<file path="src/mmm_pkg.sv">
package mmm_pkg;

   // arithmetic width of operands, modulus and result
   localparam int WIDTH = 64;
   localparam int LIMB_W = 32;
   localparam int DATA_W = 64;
   localparam int PROD_W = 2 * DATA_W;
   localparam int SUM_W = PROD_W + 1;
   localparam int SHIFT_W = 7;
   localparam int STAGES = 9;

   localparam logic [DATA_W-1:0] WIDTH_MASK =
      (WIDTH >= DATA_W) ? {DATA_W{1'b1}} : ((DATA_W'(1) << WIDTH) - DATA_W'(1));
   localparam logic [SHIFT_W-1:0] WIDTH_K = SHIFT_W'(WIDTH);

   localparam logic [DATA_W-1:0] MODULUS_RESET = DATA_W'(1);
   localparam logic [DATA_W-1:0] MODULUS_INVERSE_RESET = '0;
   localparam logic [SHIFT_W-1:0] SHIFT_BITS_RESET = SHIFT_W'(64);

   typedef enum logic [1:0] {
      CSR_MODULUS         = 2'd0,
      CSR_MODULUS_INVERSE = 2'd1,
      CSR_SHIFT_BITS      = 2'd2
   } csr_index_type;

   // load enables of the two register stages inside a unit
   typedef struct packed {
      logic load_a;
      logic load_b;
   } stage_en_type;

endpackage

</file>
<file path="src/mmm_reduce.sv">
module mmm_reduce (
   input  logic                              clock,
   input  mmm_pkg::stage_en_type             stage_en,
   input  logic [mmm_pkg::SUM_W-1:0]         sum,
   input  logic [mmm_pkg::SHIFT_W-1:0]       radix_k,
   input  logic [mmm_pkg::DATA_W-1:0]        modulus,
   output logic [mmm_pkg::DATA_W-1:0]        result
);

   localparam int DW = mmm_pkg::DATA_W;
   localparam int SW = mmm_pkg::SUM_W;

   logic [SW-1:0] m_ff, m_in;
   logic          over;
   logic [DW-1:0] result_ff, result_in;

   assign m_in = sum >> radix_k;

   // one conditional subtraction against the full quotient
   assign over      = (|m_ff[SW-1:DW]) || (m_ff[DW-1:0] >= modulus);
   assign result_in = (over ? (m_ff[DW-1:0] - modulus) : m_ff[DW-1:0]) & mmm_pkg::WIDTH_MASK;

   always_ff @(posedge clock) begin
      if (stage_en.load_a) begin
         m_ff <= m_in;
      end
      if (stage_en.load_b) begin
         result_ff <= result_in;
      end
   end

   assign result = result_ff;

endmodule

</file>
<file path="config.mk">
export PLATFORM = sky130hd
export DESIGN_NAME = mmm_reduce
export DESIGN_NICKNAME = d
export VERILOG_FILES = /design/src/mmm_pkg.sv /design/src/mmm_reduce.sv
export SDC_FILE = /design/constraint.sdc
export NUM_CORES = 1
export LEC_CHECK = 0
export BUFFER_PORTS_ARGS = -buffer_cell sky130_fd_sc_hd__buf_2
export CELL_PAD_IN_SITES_DETAIL_PLACEMENT = 0
export CELL_PAD_IN_SITES_GLOBAL_PLACEMENT = 1
export CORE_MARGIN = 10
export CORE_UTILIZATION = 35
export CTS_CLUSTER_DIAMETER = 150
export CTS_CLUSTER_SIZE = 14
export DETAILED_ROUTE_END_ITERATION = 8
export PLACE_DENSITY = 0.71
export SYNTH_ARGS = -nofsm -noshare
export SYNTH_HDL_FRONTEND = slang
export SYNTH_SLANG_ARGS = --single-unit
</file>
<file path="constraint.sdc">
create_clock -name clock -period 4.4 [get_ports clock]
set_clock_uncertainty 0.1 [all_clocks]
set_input_delay 0.66 -clock clock [delete_from_list [all_inputs] [get_ports clock]]
set_output_delay 0.66 -clock clock [all_outputs]
set_load 0.02 [all_outputs]
</file>
; After elaboration in Yosys (flattened, before gate mapping)
; Cells that the tools add are included.
[word_totals]
ff_bits = 193
latchBits = 0
ram_bits = 0
mem_bits_ro = 0
in_bits = 203
out_inout_bits = 64
wordCells = 8
mem_count = 0
[classes]
addsub = 1
multipliers = 0
div = 0
magnitude_cmp = 1
eq_ne = 0
shifts = 1
mux = 1
bitwise = 0
reduce_logical = 2
[ops]
columns = op, count
row1 = 129-bit by 7-bit right shift with 129-bit output, 1
row2 = 65-bit OR reduction, 1
row3 = 64-bit >= comparator, 1
row4 = 64-bit two-way mux, 1
row5 = 64-bit subtractor, 1
row6 = 1-bit logical OR, 1

; Logic depth before layout (Yosys ltp)
[depth]
depth_word = 3
depth_mapped = 14
mapped_depth_nobuf = 13

; Worst setup path before layout
; No wires, ideal clock.
[synth_timing]
path_kind = input to register
from = in modulus[0] (netlist bit)
to = reg result_ff[48] (netlist: result[48]) (data pin)
setup_ps = 260
t_arrival_ps = 3058
required_ps = 4040
slack_ps = 982
path_stages = 12
n_path_buf = 0
path_cell_list = ha_1 fa_1 nor2b_1 o21bai_1 a21oi_1 o21ai_0 a31oi_1 a21boi_0 o21ai_0 a21boi_0 xnor2_1 mux2_4
[synth_via]
elab_chain_cells = 3
word_cells_on_any_way = 4
cone_classes = add/sub (1) / order compare (1) / mux (1) / reduce/logical (1)
[synth_rtl]
columns = element, line_no
row1 = from (decl), mmm_reduce.sv:6  ; input logic [mmm_pkg::DATA_W-1:0] modulus,
row2 = 64-bit >= comparator, mmm_reduce.sv:20  ; assign over = (|m_ff[SW-1:DW]) || (m_ff[DW-1:0] >= modulus);
row3 = 1-bit logical OR, mmm_reduce.sv:20
row4 = 64-bit two-way mux *, mmm_reduce.sv:21  ; assign result_in = (over ? (m_ff[DW-1:0] - modulus) : m_ff[DW-1:0]) & mmm_pkg::WIDTH_MASK;
row5 = via result_in[48], mmm_reduce.sv:15  ; logic [DW-1:0] result_ff, result_in;
row6 = to (signal assigned), mmm_reduce.sv:28  ; result_ff <= result_in;
row7 = to (decl), mmm_reduce.sv:15
; The timed path passes the listed nets; every way through them passes the cells marked *.
; A chain may end at the register's enable or synchronous reset.

; Worst setup path after layout
[layout_timing]
from = reg m_ff[63]
to = reg result_ff[4] (netlist: result[4]) (data pin)
[layout_via]
elab_chain_cells = 3
[layout_rtl]
columns = element, line_no
row1 = from (decl), mmm_reduce.sv:13  ; logic [SW-1:0] m_ff, m_in;
row2 = from (signal assigned), mmm_reduce.sv:25  ; m_ff <= m_in;
row3 = 64-bit >= comparator, mmm_reduce.sv:20
row4 = 1-bit logical OR, mmm_reduce.sv:20
row5 = 64-bit two-way mux, mmm_reduce.sv:21
row6 = via result_in[4], mmm_reduce.sv:15
; The timed path passes the listed nets, and every way through them passes these cells.

==> flow_summary.json <==
{
  "status": "completed",
  "dp_hpwl_um": 61900,
  "slew_violations": 0,
  "grt_usage": 0.216,
  "synth_ff_type": "edfxtp_1",
  "htreeDepth": 4,
  "min_path_type": "reg -> reg",
  "fin_nets": 2698,
  "fin_crit_sh": 0.960,
  "cp_data_arrival_time_ns": 4.34,
  "via_count": 18200,
  "leakagePower_nw": 9.49,
  "die_area_um2": 66300,
  "wirelength_um": 74800,
  "rsz0062_at_grt": "false",
  "critPathRequiredTime_ns": 4.51,
  "ys_seq_area_frac": 0.294,
  "fillerInstances": 5744,
  "synth.cell_area_um2": 19700,
  "cpLargestDelayFamily": "simple AND/OR/NAND/NOR gates",
  "gp_congestion": 0.977,
  "hold_buffers": 0,
  "cts_resized": 0,
  "drc": 0,
  "grt_pass1_vias": 17400,
  "fp.dieW_um": 258,
  "synth_edf_count": 193,
  "postCtsSetupRepairBufs": 0,
  "final_cell_mix": "nand2_1 (415), buf_2 (260), nor2_1 (211)",
  "worstPathCellList": "ha_1 -> nor4_1 -> nand4_1 -> nor4_1 -> buf_4 -> o211ai_1 -> o41ai_2 -> a21oi_4 -> buf_12 -> mux2_4",
  "end_kind": "flop",
  "antenna_found_initial": 1,
  "areaGrowthSynthToFinish_pct": 13.8,
  "ir_worst_vdd_uv": 338,
  "viasPerCell": 5.70,
  "seq_area_um2": 5800,
  "netlist_instances": 2247,
  "finalCriticalPeriod_ns": 4.23,
  "cp_max_fo": 77,
  "postRouteAntennaNets": 0,
  "path_class": "reg -> reg",
  "p_per_area_nw_per_um2": 331,
  "grt_max_degree": 135,
  "ys_seq_elements": 193,
  "worst_path_max_delay_cell": "nor4_1",
  "ys_warn_count": 0,
  "die_h_um": 258,
  "maxCapViolCount": 0,
  "hold_violations": 0,
  "synthArstFlopShare": 0,
  "cts_tree": "built",
  "slew-limit-headroom": 0.257,
  "clk_latency_ns": 0.47,
  "multi_input_area_um2": 12900,
  "max_stage_delay_ns": 0.93,
  "overflow": 0,
  "wl_per_cell_um": 23.4,
  "drt_iter0_markers": 1914,
  "synth.distinct_cells": 77,
  "syn_nets": 2515,
  "ios": 267,
  "numClockSinks": 193,
  "setup_viol": 0,
  "syn-mean-instance-area_um2": 8.79,
  "drive_above_1_share": 0.232,
  "critPathBufInv": 2,
  "antennaDiodeCount": 0,
  "cts_buffers": 17,
  "dr.pass1.iters": 6,
  "root_buffer": "clkbuf_16",
  "cpMostUsedCell": "nor4_1",
  "initial_core_util": 0.356,
  "clk_path_buf_depth": 2,
  "timing.fmax_mhz": 237,
  "tightestPinTransition_ns": 1.11,
  "layout.core_utilization": 0.405,
  "grt_pass1_wl_um": 111000,
  "layout_commonest_cell": "nand2_1",
  "port_buffers": 266,
  "fp-row-count": 86,
  "clk_pin_slew_worst_paths_ns": 0.07,
  "finalHoldWorstSlack_ns": 0.516,
  "p_total_mw": 7.44,
  "cp-start-kind": "flop",
  "core_um2": 55500
}
registers in the layout (all words and copies together) (netlist names):
name and count:
m_ff 129, result 64
synthesized netlist by cell type, types with 24 or more instances:
master | instances | area [um2]
nor2_1 | 211 | 792
ha_1 | 64 | 801
buf_2 | 37 | 185
a21o_1 | 27 | 203
nand2_1 | 415 | 1560
xor2_1 | 25 | 219
xnor2_1 | 35 | 307
mux2i_1 | 184 | 1840
o21ai_0 | 204 | 1020
nand4_1 | 26 | 163
mux2_2 | 48 | 541
buf_1 | 24 | 90.1
inv_1 | 89 | 334
mux4_2 | 109 | 2450
clkbuf_1 | 95 | 357
a21oi_1 | 170 | 851
edfxtp_1 | 193 | 5800
per-layer routing:
layer | wire, um | track usage | vias to the layer above
met2 | 34300 | 0.348 | 735
met4 | 2220 | 0.0686 | 0
met5 | 0 | 0 | -
li1 | - | - | 8612
met3 | 4940 | 0.0351 | 85
met1 | 33300 | 0.292 | 8764
path summary, 6_finish.rpt:
check	startpoint	endpoint	slack [ns]	depth (start not counted)
worst max-delay path	m_ff[63]	result[4]	0.17	10
worst min-delay path	m_ff[0]	result[0]	0.52	2
worst max register to register	m_ff[63]	result[4]	0.17	10
worst min register to register	m_ff[0]	result[0]	0.52	2
metrics by stage:
step                instance area [um2]  worst slack [ns]  std cells  TNS, ns
detailed placement                21900            -0.188       3159    -4.01
finish                            22500             0.175       3191        0
global placement                  21900            -0.190       3159    -3.81
floorplan                         19700             0.982       2247        0
CTS                               22500             0.215       3191        0
global route                      22500             0.238       3191        0
cell type report:
| cell class | instances | area share |
|---|---|---|
| clock inverter | 13 | 0.00607 |
| clock buffer | 19 | 0.0193 |
| timing repair buffer | 328 | 0.0858 |
| sequential | 193 | 0.258 |
| inverter | 91 | 0.0153 |
| multi-input combinational | 1799 | 0.574 |
| tap | 748 | 0.0417 |
tightest hold or removal path: stages (launching register included):
cell and delay, ns:
edfxtp_1 0.35, nor2_1 0.05, a21oi_1 0.11
kinds of logic after synthesis:
kind of cell / synth area share
compound gates: 0.168
xor+xnor: 0.0266
fa+ha+maj: 0.0416
buf+inv: 0.0537
flops: 0.294
mux: 0.256
simple gates: 0.161
where the power goes:
part / internal [mW] / switching [mW] / total, mW
combinational: 1.28 / 2.08 / 3.36
sequential: 2.40 / 0.135 / 2.53
clock: 0.760 / 0.788 / 1.55
(Power assumes the default switching activity.)
